<file path="src/hdl/ordered_list_engine_core_macros.svh">
// Assertion macros for the ordered list engine.
// Each macro samples on the rising edge of clock and is disabled during reset.
`ifndef ORDERED_LIST_ENGINE_CORE_MACROS_SVH
`define ORDERED_LIST_ENGINE_CORE_MACROS_SVH
`ifndef SYNTH
// The condition holds at every clock edge.
`define OLE_ASSERT(label, cond, msg) \
   label: assert property (@(posedge clock) disable iff (reset) (cond)) else $error(msg);
// When the trigger holds, the consequence holds at the next clock edge.
`define OLE_ASSERT_NEXT(label, ante, cons, msg) \
   label: assert property (@(posedge clock) disable iff (reset) (ante) |=> (cons)) \
      else $error(msg);
`else
`define OLE_ASSERT(label, cond, msg)
`define OLE_ASSERT_NEXT(label, ante, cons, msg)
`endif
`endif

</file>
<file path="src/hdl/ole_pkg.sv">
`timescale 1ns / 1ps
`default_nettype none

package ole_pkg;

   // Store geometry.
   localparam int DEPTH     = 64;
   localparam int SLOT_BITS = 6;
   localparam int CNT_BITS  = 7;
   localparam int DATA_BITS = 32;

   // Request kinds.
   typedef enum logic [2:0] {
      OP_FRONT = 3'd0,
      OP_BACK  = 3'd1,
      OP_AT    = 3'd2,
      OP_ERASE = 3'd3,
      OP_FIND  = 3'd4
   } op_type;

   // Result status codes.
   typedef enum logic [1:0] {
      ST_OK      = 2'd0,
      ST_MISSING = 2'd1,
      ST_RANGE   = 2'd2,
      ST_FULL    = 2'd3
   } status_type;

   // Sequencer states.
   typedef enum logic [3:0] {
      S_IDLE,
      S_SLOT,
      S_FIX_FRONT,
      S_FIX_BACK,
      S_WALK,
      S_MID_A,
      S_MID_B,
      S_SRCH,
      S_DONE
   } state_type;

endpackage

`default_nettype wire

</file>
<file path="src/hdl/ordered_list_engine_core.sv">
`timescale 1ns / 1ps
`default_nettype none
// Channel   Direction  Handshake             Payload
// req_      in         req_valid, req_stall  req_opcode, req_position, req_item_value
// rsp_      out        rsp_valid, rsp_stall  rsp_status, rsp_length
//
// One request is handled at a time. Front and back inserts pass the slot and fix
// states on to the result register (an empty list skips the fix); errors and unused
// codes go straight to it, and a positional insert walks to the insert point first.
// Erase and find walk at most the list length, reading one linked slot a cycle from
// the value, next and previous link memories, whose read port sets the pace. Reset
// clears the list at once; there is no clearing pass. A request is taken while an
// earlier result waits; a stalled result only holds the finishing step.

`include "ordered_list_engine_core_macros.svh"

module ordered_list_engine_core (
   input  wire                                 clock,
   input  wire                                 reset,
   input  wire                                 req_valid,
   output logic                                req_stall,
   input  wire  [2:0]                          req_opcode,
   input  wire  [ole_pkg::CNT_BITS-1:0]        req_position,
   input  wire  signed [31:0]                  req_item_value,
   output logic                                rsp_valid,
   input  wire                                 rsp_stall,
   output logic [1:0]                          rsp_status,
   output logic [ole_pkg::CNT_BITS-1:0]        rsp_length
);

   localparam int SB = ole_pkg::SLOT_BITS;
   localparam int CB = ole_pkg::CNT_BITS;
   localparam int DB = ole_pkg::DATA_BITS;

   // Memories holding values and links, plus the stack of released slots.
   logic [DB-1:0] val_mem [ole_pkg::DEPTH];
   logic [SB-1:0] nxt_mem [ole_pkg::DEPTH];
   logic [SB-1:0] prv_mem [ole_pkg::DEPTH];
   logic [SB-1:0] stk_mem [ole_pkg::DEPTH];

   ole_pkg::state_type  state_ff, state_in;
   ole_pkg::status_type status_ff, status_in;
   logic [2:0]    op_ff, op_in;
   logic [CB-1:0] pos_ff, pos_in;
   logic [DB-1:0] val_ff, val_in;
   logic [CB-1:0] count_ff, count_in;
   logic [SB-1:0] first_ff, first_in;
   logic [SB-1:0] last_ff, last_in;
   logic [CB-1:0] bump_ff, bump_in;
   logic [CB-1:0] sp_ff, sp_in;
   logic [SB-1:0] slot_ff, slot_in;
   logic [SB-1:0] cur_ff, cur_in;
   logic [SB-1:0] after_ff, after_in;
   logic [CB-1:0] steps_ff, steps_in;
   logic          rsp_valid_ff, rsp_valid_in;
   logic [1:0]    rsp_status_ff, rsp_status_in;
   logic [CB-1:0] rsp_length_ff, rsp_length_in;

   logic [DB-1:0] val_rd_ff;
   logic [SB-1:0] nxt_rd_ff, prv_rd_ff, stk_rd_ff;

   logic          val_we, nxt_we, prv_we, stk_we;
   logic [SB-1:0] val_wa, nxt_wa, prv_wa;
   logic [DB-1:0] val_wd;
   logic [SB-1:0] nxt_wd, prv_wd;
   logic [SB-1:0] rd_addr;
   logic [SB-1:0] stk_raddr;
   logic [SB-1:0] slot_c;
   logic [CB-1:0] pos_eff;
   logic          accept, out_free, is_first, is_last;

   assign accept   = req_valid && !req_stall;
   assign out_free = !rsp_valid_ff || !rsp_stall;
   assign stk_raddr = sp_ff[SB-1:0] - 1'b1;
   assign slot_c   = (bump_ff < CB'(ole_pkg::DEPTH)) ? bump_ff[SB-1:0] : stk_rd_ff;
   assign is_first = (cur_ff == first_ff);
   assign is_last  = (cur_ff == last_ff);

   // Effective insert position for the incoming request.
   always_comb begin
      case (req_opcode)
         ole_pkg::OP_FRONT: pos_eff = '0;
         ole_pkg::OP_BACK:  pos_eff = count_ff;
         default:           pos_eff = req_position;
      endcase
   end

   // Next state.
   always_comb begin
      state_in = state_ff;
      unique case (state_ff)
         ole_pkg::S_IDLE: begin
            if (accept) begin
               if (req_opcode == ole_pkg::OP_FRONT || req_opcode == ole_pkg::OP_BACK ||
                   req_opcode == ole_pkg::OP_AT) begin
                  if (pos_eff > count_ff || count_ff == CB'(ole_pkg::DEPTH)) begin
                     state_in = ole_pkg::S_DONE;
                  end else begin
                     state_in = ole_pkg::S_SLOT;
                  end
               end else if (req_opcode == ole_pkg::OP_ERASE ||
                            req_opcode == ole_pkg::OP_FIND) begin
                  state_in = ole_pkg::S_SRCH;
               end else begin
                  state_in = ole_pkg::S_DONE;
               end
            end
         end
         ole_pkg::S_SLOT: begin
            if (count_ff == '0) begin
               state_in = ole_pkg::S_DONE;
            end else if (pos_ff == '0) begin
               state_in = ole_pkg::S_FIX_FRONT;
            end else if (pos_ff >= count_ff) begin
               state_in = ole_pkg::S_FIX_BACK;
            end else begin
               state_in = ole_pkg::S_WALK;
            end
         end
         ole_pkg::S_FIX_FRONT, ole_pkg::S_FIX_BACK, ole_pkg::S_MID_B: begin
            state_in = ole_pkg::S_DONE;
         end
         ole_pkg::S_WALK: begin
            if (steps_ff == '0) state_in = ole_pkg::S_MID_A;
         end
         ole_pkg::S_MID_A: state_in = ole_pkg::S_MID_B;
         ole_pkg::S_SRCH: begin
            if (steps_ff == count_ff || val_rd_ff == val_ff) state_in = ole_pkg::S_DONE;
         end
         ole_pkg::S_DONE: begin
            if (out_free) state_in = ole_pkg::S_IDLE;
         end
         default: state_in = ole_pkg::S_IDLE;
      endcase
   end

   // Datapath and memory controls for each state.
   always_comb begin
      op_in     = op_ff;
      pos_in    = pos_ff;
      val_in    = val_ff;
      status_in = status_ff;
      count_in  = count_ff;
      first_in  = first_ff;
      last_in   = last_ff;
      bump_in   = bump_ff;
      sp_in     = sp_ff;
      slot_in   = slot_ff;
      after_in  = after_ff;
      steps_in  = steps_ff;
      rd_addr   = cur_ff;
      val_we = 1'b0; val_wa = slot_c;  val_wd = val_ff;
      nxt_we = 1'b0; nxt_wa = slot_ff; nxt_wd = '0;
      prv_we = 1'b0; prv_wa = slot_ff; prv_wd = '0;
      stk_we = 1'b0;
      rsp_valid_in  = rsp_valid_ff && rsp_stall;
      rsp_status_in = rsp_status_ff;
      rsp_length_in = rsp_length_ff;
      req_stall = (state_ff != ole_pkg::S_IDLE);
      unique case (state_ff)
         ole_pkg::S_IDLE: begin
            if (accept) begin
               op_in     = req_opcode;
               pos_in    = pos_eff;
               val_in    = DB'(req_item_value);
               status_in = ole_pkg::ST_OK;
               steps_in  = '0;
               rd_addr   = first_ff;
               if (req_opcode == ole_pkg::OP_FRONT || req_opcode == ole_pkg::OP_BACK ||
                   req_opcode == ole_pkg::OP_AT) begin
                  if (pos_eff > count_ff) begin
                     status_in = ole_pkg::ST_RANGE;
                  end else if (count_ff == CB'(ole_pkg::DEPTH)) begin
                     status_in = ole_pkg::ST_FULL;
                  end
               end
            end
         end
         // Take a slot, store the value and set its own links (a positional insert sets them after the walk).
         ole_pkg::S_SLOT: begin
            slot_in = slot_c;
            val_we  = 1'b1;
            nxt_wa  = slot_c;
            prv_wa  = slot_c;
            if (bump_ff < CB'(ole_pkg::DEPTH)) begin
               bump_in = bump_ff + 1'b1;
            end else begin
               sp_in = sp_ff - 1'b1;
            end
            if (count_ff == '0) begin
               nxt_we   = 1'b1;
               prv_we   = 1'b1;
               first_in = slot_c;
               last_in  = slot_c;
               count_in = count_ff + 1'b1;
            end else if (pos_ff == '0) begin
               nxt_we = 1'b1;
               nxt_wd = first_ff;
               prv_we = 1'b1;
            end else if (pos_ff >= count_ff) begin
               nxt_we = 1'b1;
               prv_we = 1'b1;
               prv_wd = last_ff;
            end else begin
               rd_addr  = first_ff;
               steps_in = pos_ff - 1'b1;
            end
         end
         ole_pkg::S_FIX_FRONT: begin
            prv_we   = 1'b1;
            prv_wa   = first_ff;
            prv_wd   = slot_ff;
            first_in = slot_ff;
            count_in = count_ff + 1'b1;
         end
         ole_pkg::S_FIX_BACK: begin
            nxt_we   = 1'b1;
            nxt_wa   = last_ff;
            nxt_wd   = slot_ff;
            last_in  = slot_ff;
            count_in = count_ff + 1'b1;
         end
         // Follow next links until the slot before the insert point.
         ole_pkg::S_WALK: begin
            if (steps_ff == '0) begin
               after_in = nxt_rd_ff;
            end else begin
               rd_addr  = nxt_rd_ff;
               steps_in = steps_ff - 1'b1;
            end
         end
         ole_pkg::S_MID_A: begin
            nxt_we = 1'b1;
            nxt_wd = after_ff;
            prv_we = 1'b1;
            prv_wd = cur_ff;
         end
         ole_pkg::S_MID_B: begin
            nxt_we   = 1'b1;
            nxt_wa   = cur_ff;
            nxt_wd   = slot_ff;
            prv_we   = 1'b1;
            prv_wa   = after_ff;
            prv_wd   = slot_ff;
            count_in = count_ff + 1'b1;
         end
         // Compare one linked entry a cycle; unlink on an erase match.
         ole_pkg::S_SRCH: begin
            if (steps_ff == count_ff) begin
               status_in = ole_pkg::ST_MISSING;
            end else if (val_rd_ff == val_ff) begin
               if (op_ff == ole_pkg::OP_ERASE) begin
                  stk_we   = 1'b1;
                  sp_in    = sp_ff + 1'b1;
                  count_in = count_ff - 1'b1;
                  if (is_first && is_last) begin
                     first_in = '0;
                     last_in  = '0;
                  end else if (is_first) begin
                     first_in = nxt_rd_ff;
                  end else if (is_last) begin
                     last_in = prv_rd_ff;
                  end else begin
                     nxt_we = 1'b1;
                     nxt_wa = prv_rd_ff;
                     nxt_wd = nxt_rd_ff;
                     prv_we = 1'b1;
                     prv_wa = nxt_rd_ff;
                     prv_wd = prv_rd_ff;
                  end
               end
            end else begin
               rd_addr  = nxt_rd_ff;
               steps_in = steps_ff + 1'b1;
            end
         end
         // Load the result register once it is free.
         ole_pkg::S_DONE: begin
            if (out_free) begin
               rsp_valid_in  = 1'b1;
               rsp_status_in = status_ff;
               rsp_length_in = count_ff;
            end
         end
         default: ;
      endcase
   end

   assign cur_in     = rd_addr;
   assign rsp_valid  = rsp_valid_ff;
   assign rsp_status = rsp_status_ff;
   assign rsp_length = rsp_length_ff;

   // Memory ports: one write and one registered read each.
   always_ff @(posedge clock) begin
      if (val_we) val_mem[val_wa] <= val_wd;
      if (nxt_we) nxt_mem[nxt_wa] <= nxt_wd;
      if (prv_we) prv_mem[prv_wa] <= prv_wd;
      if (stk_we) stk_mem[sp_ff[SB-1:0]] <= cur_ff;
      val_rd_ff <= val_mem[rd_addr];
      nxt_rd_ff <= nxt_mem[rd_addr];
      prv_rd_ff <= prv_mem[rd_addr];
      stk_rd_ff <= stk_mem[stk_raddr];
   end

   // Control registers.
   always_ff @(posedge clock) begin
      if (reset) begin
         state_ff     <= ole_pkg::S_IDLE;
         count_ff     <= '0;
         first_ff     <= '0;
         last_ff      <= '0;
         bump_ff      <= '0;
         sp_ff        <= '0;
         rsp_valid_ff <= 1'b0;
      end else begin
         state_ff     <= state_in;
         count_ff     <= count_in;
         first_ff     <= first_in;
         last_ff      <= last_in;
         bump_ff      <= bump_in;
         sp_ff        <= sp_in;
         rsp_valid_ff <= rsp_valid_in;
      end
   end

   // Payload registers.
   always_ff @(posedge clock) begin
      op_ff         <= op_in;
      pos_ff        <= pos_in;
      val_ff        <= val_in;
      status_ff     <= status_in;
      slot_ff       <= slot_in;
      cur_ff        <= cur_in;
      after_ff      <= after_in;
      steps_ff      <= steps_in;
      rsp_status_ff <= rsp_status_in;
      rsp_length_ff <= rsp_length_in;
   end

   // Checks.
   `OLE_ASSERT(a_count_bound, count_ff <= CB'(ole_pkg::DEPTH), "entry count above capacity")
   `OLE_ASSERT(a_slot_books, state_ff != ole_pkg::S_IDLE || count_ff == bump_ff - sp_ff, "slot accounting lost")
   `OLE_ASSERT_NEXT(a_busy, accept, state_ff != ole_pkg::S_IDLE, "request taken without work")
   `OLE_ASSERT_NEXT(a_result, state_ff == ole_pkg::S_DONE && out_free, rsp_valid_ff, "result not presented")

endmodule

`default_nettype wire
</file>
<file path="config.mk">
export PLATFORM = sky130hd
export DESIGN_NAME = ordered_list_engine_core
export DESIGN_NICKNAME = d
export VERILOG_FILES = /design/src/hdl/ole_pkg.sv /design/src/hdl/ordered_list_engine_core.sv
export VERILOG_INCLUDE_DIRS = /design/src /design/src/hdl
export SDC_FILE = /design/constraint.sdc
export NUM_CORES = 2
export LEC_CHECK = 0
export ABC_CLOCK_PERIOD_IN_PS = 6450
export BUFFER_PORTS_ARGS = -buffer_cell sky130_fd_sc_hd__buf_2
export CAP_MARGIN = 20
export CORE_MARGIN = 2
export CORE_UTILIZATION = 45
export DETAILED_ROUTE_END_ITERATION = 12
export PLACE_DENSITY = 0.64
export SETUP_SLACK_MARGIN = 0.2
export SYNTH_ARGS = -nofsm -noshare
export SYNTH_HDL_FRONTEND = slang
export SYNTH_SLANG_ARGS = --single-unit
</file>
<file path="constraint.sdc">
create_clock -name clock -period 6.45 [get_ports clock]
set_clock_uncertainty 0.05 [all_clocks]
set_input_delay 1.29 -clock clock [delete_from_list [all_inputs] [get_ports clock]]
set_output_delay 1.29 -clock clock [all_outputs]
set_load 0.005 [all_outputs]
</file>
# Word-level counts from Yosys, hierarchy flattened
# Memories as Yosys holds them, arrays and structs flattened. A register that Yosys moved wholly into a read port is not among the register bits.
# Index checks and enable logic that the tools add are counted.
dict set report totals {
  out_inout_bits 11
  ram_bits 3200
  inputBits 46
  word_cells 227
  mem_count 4
  reg_bits 116
}
# memory words width rd rd_clocked_by_memory_dff wr line
set memory_table {}
lappend memory_table {val_mem 64 32 1 1 1 ordered_list_engine_core.sv:36} ;# logic [DB-1:0] val_mem [ole_pkg::DEPTH];
lappend memory_table {nxt_mem 64 6 1 1 1 ordered_list_engine_core.sv:37} ;# logic [SB-1:0] nxt_mem [ole_pkg::DEPTH];
lappend memory_table {prv_mem 64 6 1 1 1 ordered_list_engine_core.sv:38} ;# logic [SB-1:0] prv_mem [ole_pkg::DEPTH];
lappend memory_table {stk_mem 64 6 1 1 1 ordered_list_engine_core.sv:39} ;# logic [SB-1:0] stk_mem [ole_pkg::DEPTH];
dict set report op_classes {
  reduce_logical 40
  add_sub_neg 9
  eq_ne 36
  n_lt_le_gt_ge 3
  n_mux 118
}
# op count
set ops {}
lappend ops {{$mux 6} 49}
lappend ops {{$pmux 6 s4} 5}
lappend ops {{$mux 7} 15}
lappend ops {{$pmux 6 s3} 2}
lappend ops {{$eq 32x32->1} 1}
lappend ops {{$mux 4} 8}
lappend ops {{$ne 2x2->1 const B} 15}
lappend ops {{$add 7x1->7 const B} 4}
lappend ops {{$pmux 4 s7} 1}
lappend ops {{$pmux 7 s2} 2}
lappend ops {{$pmux 7 s4} 1}
lappend ops {{$sub 7x1->7 const B} 4}
lappend ops {{$mux 1} 24}
lappend ops {{$logic_not 7->1} 3}
lappend ops {{$pmux 7 s3} 1}
lappend ops {{$eq 4x3->1 const B} 4}
lappend ops {{$eq 6x6->1} 2}
lappend ops {{$mux 2} 5}
lappend ops {{$reduce_and 5->1} 2}
lappend ops {{$eq 3x2->1 const B} 3}
lappend ops {{$ne 3x3->1 const B} 3}
lappend ops {{$reduce_bool 3->1} 3}
lappend ops {{$reduce_or 3->1} 3}
lappend ops {{$eq 4x2->1 const B} 2}
lappend ops {{27 further kinds} 44}

# Longest topological paths before layout
dict set report depth {
  depth_word 10
  mapped_depth 20
  mapped_depth_nobuf 16
}

# Worst setup path after synthesis
# No wires, ideal clock.
dict set report synth_path {
  path_type {register to register}
  from {register val_ff[16]}
  to {memory prv_mem[0][5] (netlist name) (data pin)}
  setup_time_ns 0.356
  arrival_time_ns 4.361
  t_required_ns 6.044
  path_buffers 4
  path_stages_with_launch 13
  setup_slack_ns 1.683
  synth_period_minus_slack_ns 4.767
  cell_sequence {edfxtp_1 xor2_1 nor4_1 nand4_1 or2_2 clkbuf_1 or3_1 clkbuf_1 nor3_1 buf_2 buf_1 a222oi_1 nand2_1}
}
dict set report synth_via {
  elab_chain_len 4
}
# item line
set synth_rtl {}
lappend synth_rtl {{from (decl)} ordered_list_engine_core.sv:45} ;# logic [DB-1:0] val_ff, val_in;
lappend synth_rtl {{from (signal assigned)} ordered_list_engine_core.sv:331} ;# val_ff <= val_in;
lappend synth_rtl {{$eq 32x32->1} ordered_list_engine_core.sv:251} ;# end else if (val_rd_ff == val_ff) begin
lappend synth_rtl {{$mux 6} ordered_list_engine_core.sv:251}
lappend synth_rtl {{$mux 6} ordered_list_engine_core.sv:249} ;# if (steps_ff == count_ff) begin
lappend synth_rtl {{$pmux 6 s4} ordered_list_engine_core.sv:160} ;# unique case (state_ff)
lappend synth_rtl {{net prv_wd[5]} ordered_list_engine_core.sv:65} ;# logic [SB-1:0] nxt_wd, prv_wd;
lappend synth_rtl {{to (decl)} ordered_list_engine_core.sv:38}
# The timed path passes the listed nets, and every way through them passes these cells.

# Final worst setup path
dict set report layout_path {
  from {register val_ff[2]}
  to {register val_rd_ff[2] (read register of val_mem)}
}
dict set report layout_via {
  elab_chain_len 4
}
# item line
set layout_rtl {}
lappend layout_rtl {{$eq 32x32->1} ordered_list_engine_core.sv:251}
lappend layout_rtl {{$mux 6} ordered_list_engine_core.sv:251}
lappend layout_rtl {{$mux 6} ordered_list_engine_core.sv:249}
lappend layout_rtl {{$pmux 6 s4} ordered_list_engine_core.sv:160}
lappend layout_rtl {{to (decl)} ordered_list_engine_core.sv:59} ;# logic [DB-1:0] val_rd_ff;
# No other way between the ends.
# A chain may end at the register's enable or synchronous reset.

==> summary.md <==
| Metric | Value |
|---|---|
| Outcome | `finished clean` |
| Filler cells | `24.4k` |
| Postcts setup bufs | `0` |
| First drt pass iteration count | `9` |
| CTS tree | `done` |
| Count of cell types in the netlist | `between 70 and 80` |
| Syn_nets | `roughly 10k` |
| Die area | `303000 um^2` |
| Worst EP required | `7190 ps` |
| RSZ-0062 raised after global routing | `false` |
| Multi-input gate area | `32200 um^2` |
| 1st-iter DRT viols | `11.5k` |
| Final period utilization | `between 90% and 100%` |
| Most Crowded Layer GR | `met2` |
| CTS max path bufs | `4` |
| Vias/cell | `6.05` |
| Worst path slowest cell | `nor4_1` |
| Routability Congestion | `between 0.9 and 1` |
| R2R setup slack | `400 ps` |
| Startpoint types | `flip-flop` |
| # clock sinks | `~3.4k` |
| Routed WL | `about 390000 um` |
| Cell count after synthesis | `roughly 10k` |
| Met2 Use GR | `between 30% and 40%` |
| Clock Tree Root | `clkbuf_16` |
| Port bufs | `56` |
| Mapped cell area | `roughly 130000 um^2` |
| Share of post-route cells with drive strength above 1 | `between 10% and 20%` |
| Hold depth | `0` |
| Max Clock Freq | `about 170 MHz` |
| First-pass GRT wire length | `557000 um` |
| Final min period | `around 6000 ps` |
| Met1 global-route usage | `between 30% and 40%` |
| Initial antenna violation count | `21` |
| Crit end category | `flip-flop` |
| Final hold slack | `~390 ps` |
| Worst slew pin tran | `around 1200 ps` |
| Number of global-route vias before repair | `between 80k and 90k` |
| Initial core utilization | `45.3%` |
| Fin util | `51.1%` |
| Power per cell area | `approximately 430 nW/um^2` |
| Clk_lat worst skew | `900 ps` |
| Final hold violations | `0` |
| # rows | `200` |
| Mapped Avg Cell Area | `around 13 um^2` |
| Reg2reg path depth | `15` |
| Yosys warns | `0` |
| Layout Nets | `slightly above 10k` |
| Met3 GRT Util | `around 5.4%` |
| Slew margin rel. | `around a fifth` |
| Crit path largest cell delay | `660 ps` |
| Hold buffer count at CTS | `0` |
| Final setup violation count | `0` |
| Worst VDD drop | `about 0.00045 V` |
| Worst flop-to-flop path startpoint | `val_ff[2]` |
| Leak pwr | `about 51 nW` |
| Async SR Flop Fraction | `0%` |
| Die width | `551 um` |
| IO Pins | `57` |
| Min-delay src | `status_ff[0]` |
| Clk pin slew, worst setup/hold paths | `approximately 60 ps` |
| Post-synth top flop | `edfxtp_1` |
| Total Routing Usage GR | `24.9%` |
| Final ANT Viol Nets | `0` |
| Max Cap Violations | `0` |
| Crit path cell chain | `xor2_1 > nor4_1 > nand4_1 > or2_2 > o21ai_1 > a221oi_4 > inv_8 > buf_12 > buf_4 > nand2_1 > and3_1 > a311oi_1 > a31oi_1 > a22oi_1 > o211a_1` |
| Total power | `approximately 65 mW` |
| H-tree depth | `5` |
| EDFF count, synth | `between 3k and 4k` |
| DP Wirelength | `225000 um` |
| Register area | `about 100000 um^2` |
| CTS resizes | `0` |
| Chip Height | `approximately 550 um` |
| Pin count of the biggest net entering global routing | `roughly 190` |
| CTS buffer count | `335` |
| P&R area growth vs syn | `12.7%` |
| Peak fanout along the critical path | `71` |
| Via count | `slightly below 90k` |
| CP Class | `reg -> reg` |
| DRC errors left | `0` |
| Worst Hold Endpoint | `rsp_status[0]` |
| Worst Hold Class | `reg -> reg` |
| Grt ovf | `0` |
| Critical Path AT | `6780 ps` |
| Register area share after synthesis | `between 70% and 80%` |
| Core area | `approximately 300000 um^2` |
| Total negative slack | `0 ps` |
| Reg-to-reg endpoint | `val_rd_ff[2]` |
| WL per Instance | `approximately 27 um` |
| Register bit total from synthesis | `3365` |
| Fin. max-slew vios | `0` |
==> report_power, final <==
group          leakage (nW)  switching (mW)  total [mW]  internal (mW)
clock network          5.20            8.13        19.1           11.0
registers              30.1           0.542        26.5           25.9
logic                  15.6            14.0        19.4           5.43
==> cells by family after synthesis <==
logic type      count (synthesis)  share of synthesized area, %
simple gates                 4598                          14.5
flops                        3365                          74.4
compound gates               1048                          5.70
buf+inv                       680                          2.09
mux                           170                          2.44
xor+xnor                       82                         0.534
fa+ha+maj                      34                         0.333
==> synthesized netlist by cell type, drive strengths merged (7+ instances only) <==
master  number  area [um^2]
and3       304         1900
a21oi      106          534
nor2       362         1360
nand4       23          144
a32oi       32          280
xor2        53          464
inv         37          139
nand2     2906        10900
a311oi     246         2150
clkbuf     388         1460
o21ai       53          265
dfxtp       93         1860
a221oi      36          339
and2         8         50.1
buf        252         1200
a31oi      290         1810
a222oi      13          130
o211a       30          300
nor4        15         93.8
xnor2       29          254
nand3      897         4490
o211ai       8         60.1
a21o        16          120
nor2b        8         50.1
nor3        30          155
edfxtp    3272        98300
o22ai       65          407
a211oi      42          320
or2          8         50.1
a221o        7         70.1
ha          31          388
mux2i       39          390
a22oi       45          338
mux4       126         2840
o221ai       7         61.3
nand2b      11         68.8
==> placed cells by master (no fill, tap or decap), drive strengths merged, types with 106 or more instances in the layout <==
master and n:
clkinv 132, nor2 362, a21oi 106, a311oi 246, and3 304, nand3 897, nand2 2906, buf 391
a31oi 290, clkbuf 422, edfxtp 3272, mux4 126
==> routing by layer <==
layer / routed length [um] / up-vias
li1: - / 37300
met1: 152000 / 43600
met2: 177000 / 4841
met3: 40500 / 803
met4: 17200 / 6
met5: 43 / -
==> stage by stage <==
step | setup WS [ps] | instances | area [um^2]
final | 405 | 14300 | 152000
after global routing | 428 | 14300 | 152000
after CTS | 544 | 14300 | 151000
after detailed placement | 527 | 13700 | 141000
after global placement | 619 | 13700 | 141000
after floorplan | 1680 | 9977 | 135000
==> layout make-up <==
type,count,share of cell area [%]
sequential,3365,66.0
clock inverter,178,1.17
multi-input combinational,5932,21.2
antenna,25,0.0413
timing repair buffer,392,2.31
clock buffer,421,5.85
inverter,40,0.114
tap,3939,3.25
==> registers in the layout, indices dropped and copies added (netlist names), 7 cells and up <==
register    count
bump_ff         7
val_ff         32
steps_ff        7
prv_mem       384
nxt_mem       384
val_mem      2048
rsp_length      7
count_ff        7
stk_mem       384
val_rd_ff      32
pos_ff          7
==> critical path: cells and delay by family, from the launching register on <==
family	cells	cell delay (ps)
compound gates	6	1930
xor+xnor	1	230
buf+inv	3	1370
flops	1	570
simple gates	5	1720
==> how the worst max path moves through the flow <==
stage                     cells after the start  startpoint            end  slack [ps]
after floorplan                              12  val_ff[16]  prv_mem[0][5]        1680
after global placement                       15   val_ff[2]   val_rd_ff[2]         620
after detailed placement                     15   val_ff[2]   val_rd_ff[2]         530
after CTS                                    15   val_ff[2]   val_rd_ff[2]         540
after global routing                         15   val_ff[2]   val_rd_ff[2]         430
final                                        15   val_ff[2]   val_rd_ff[2]         400
No activity file was read; power rests on OpenSTA's default activity.
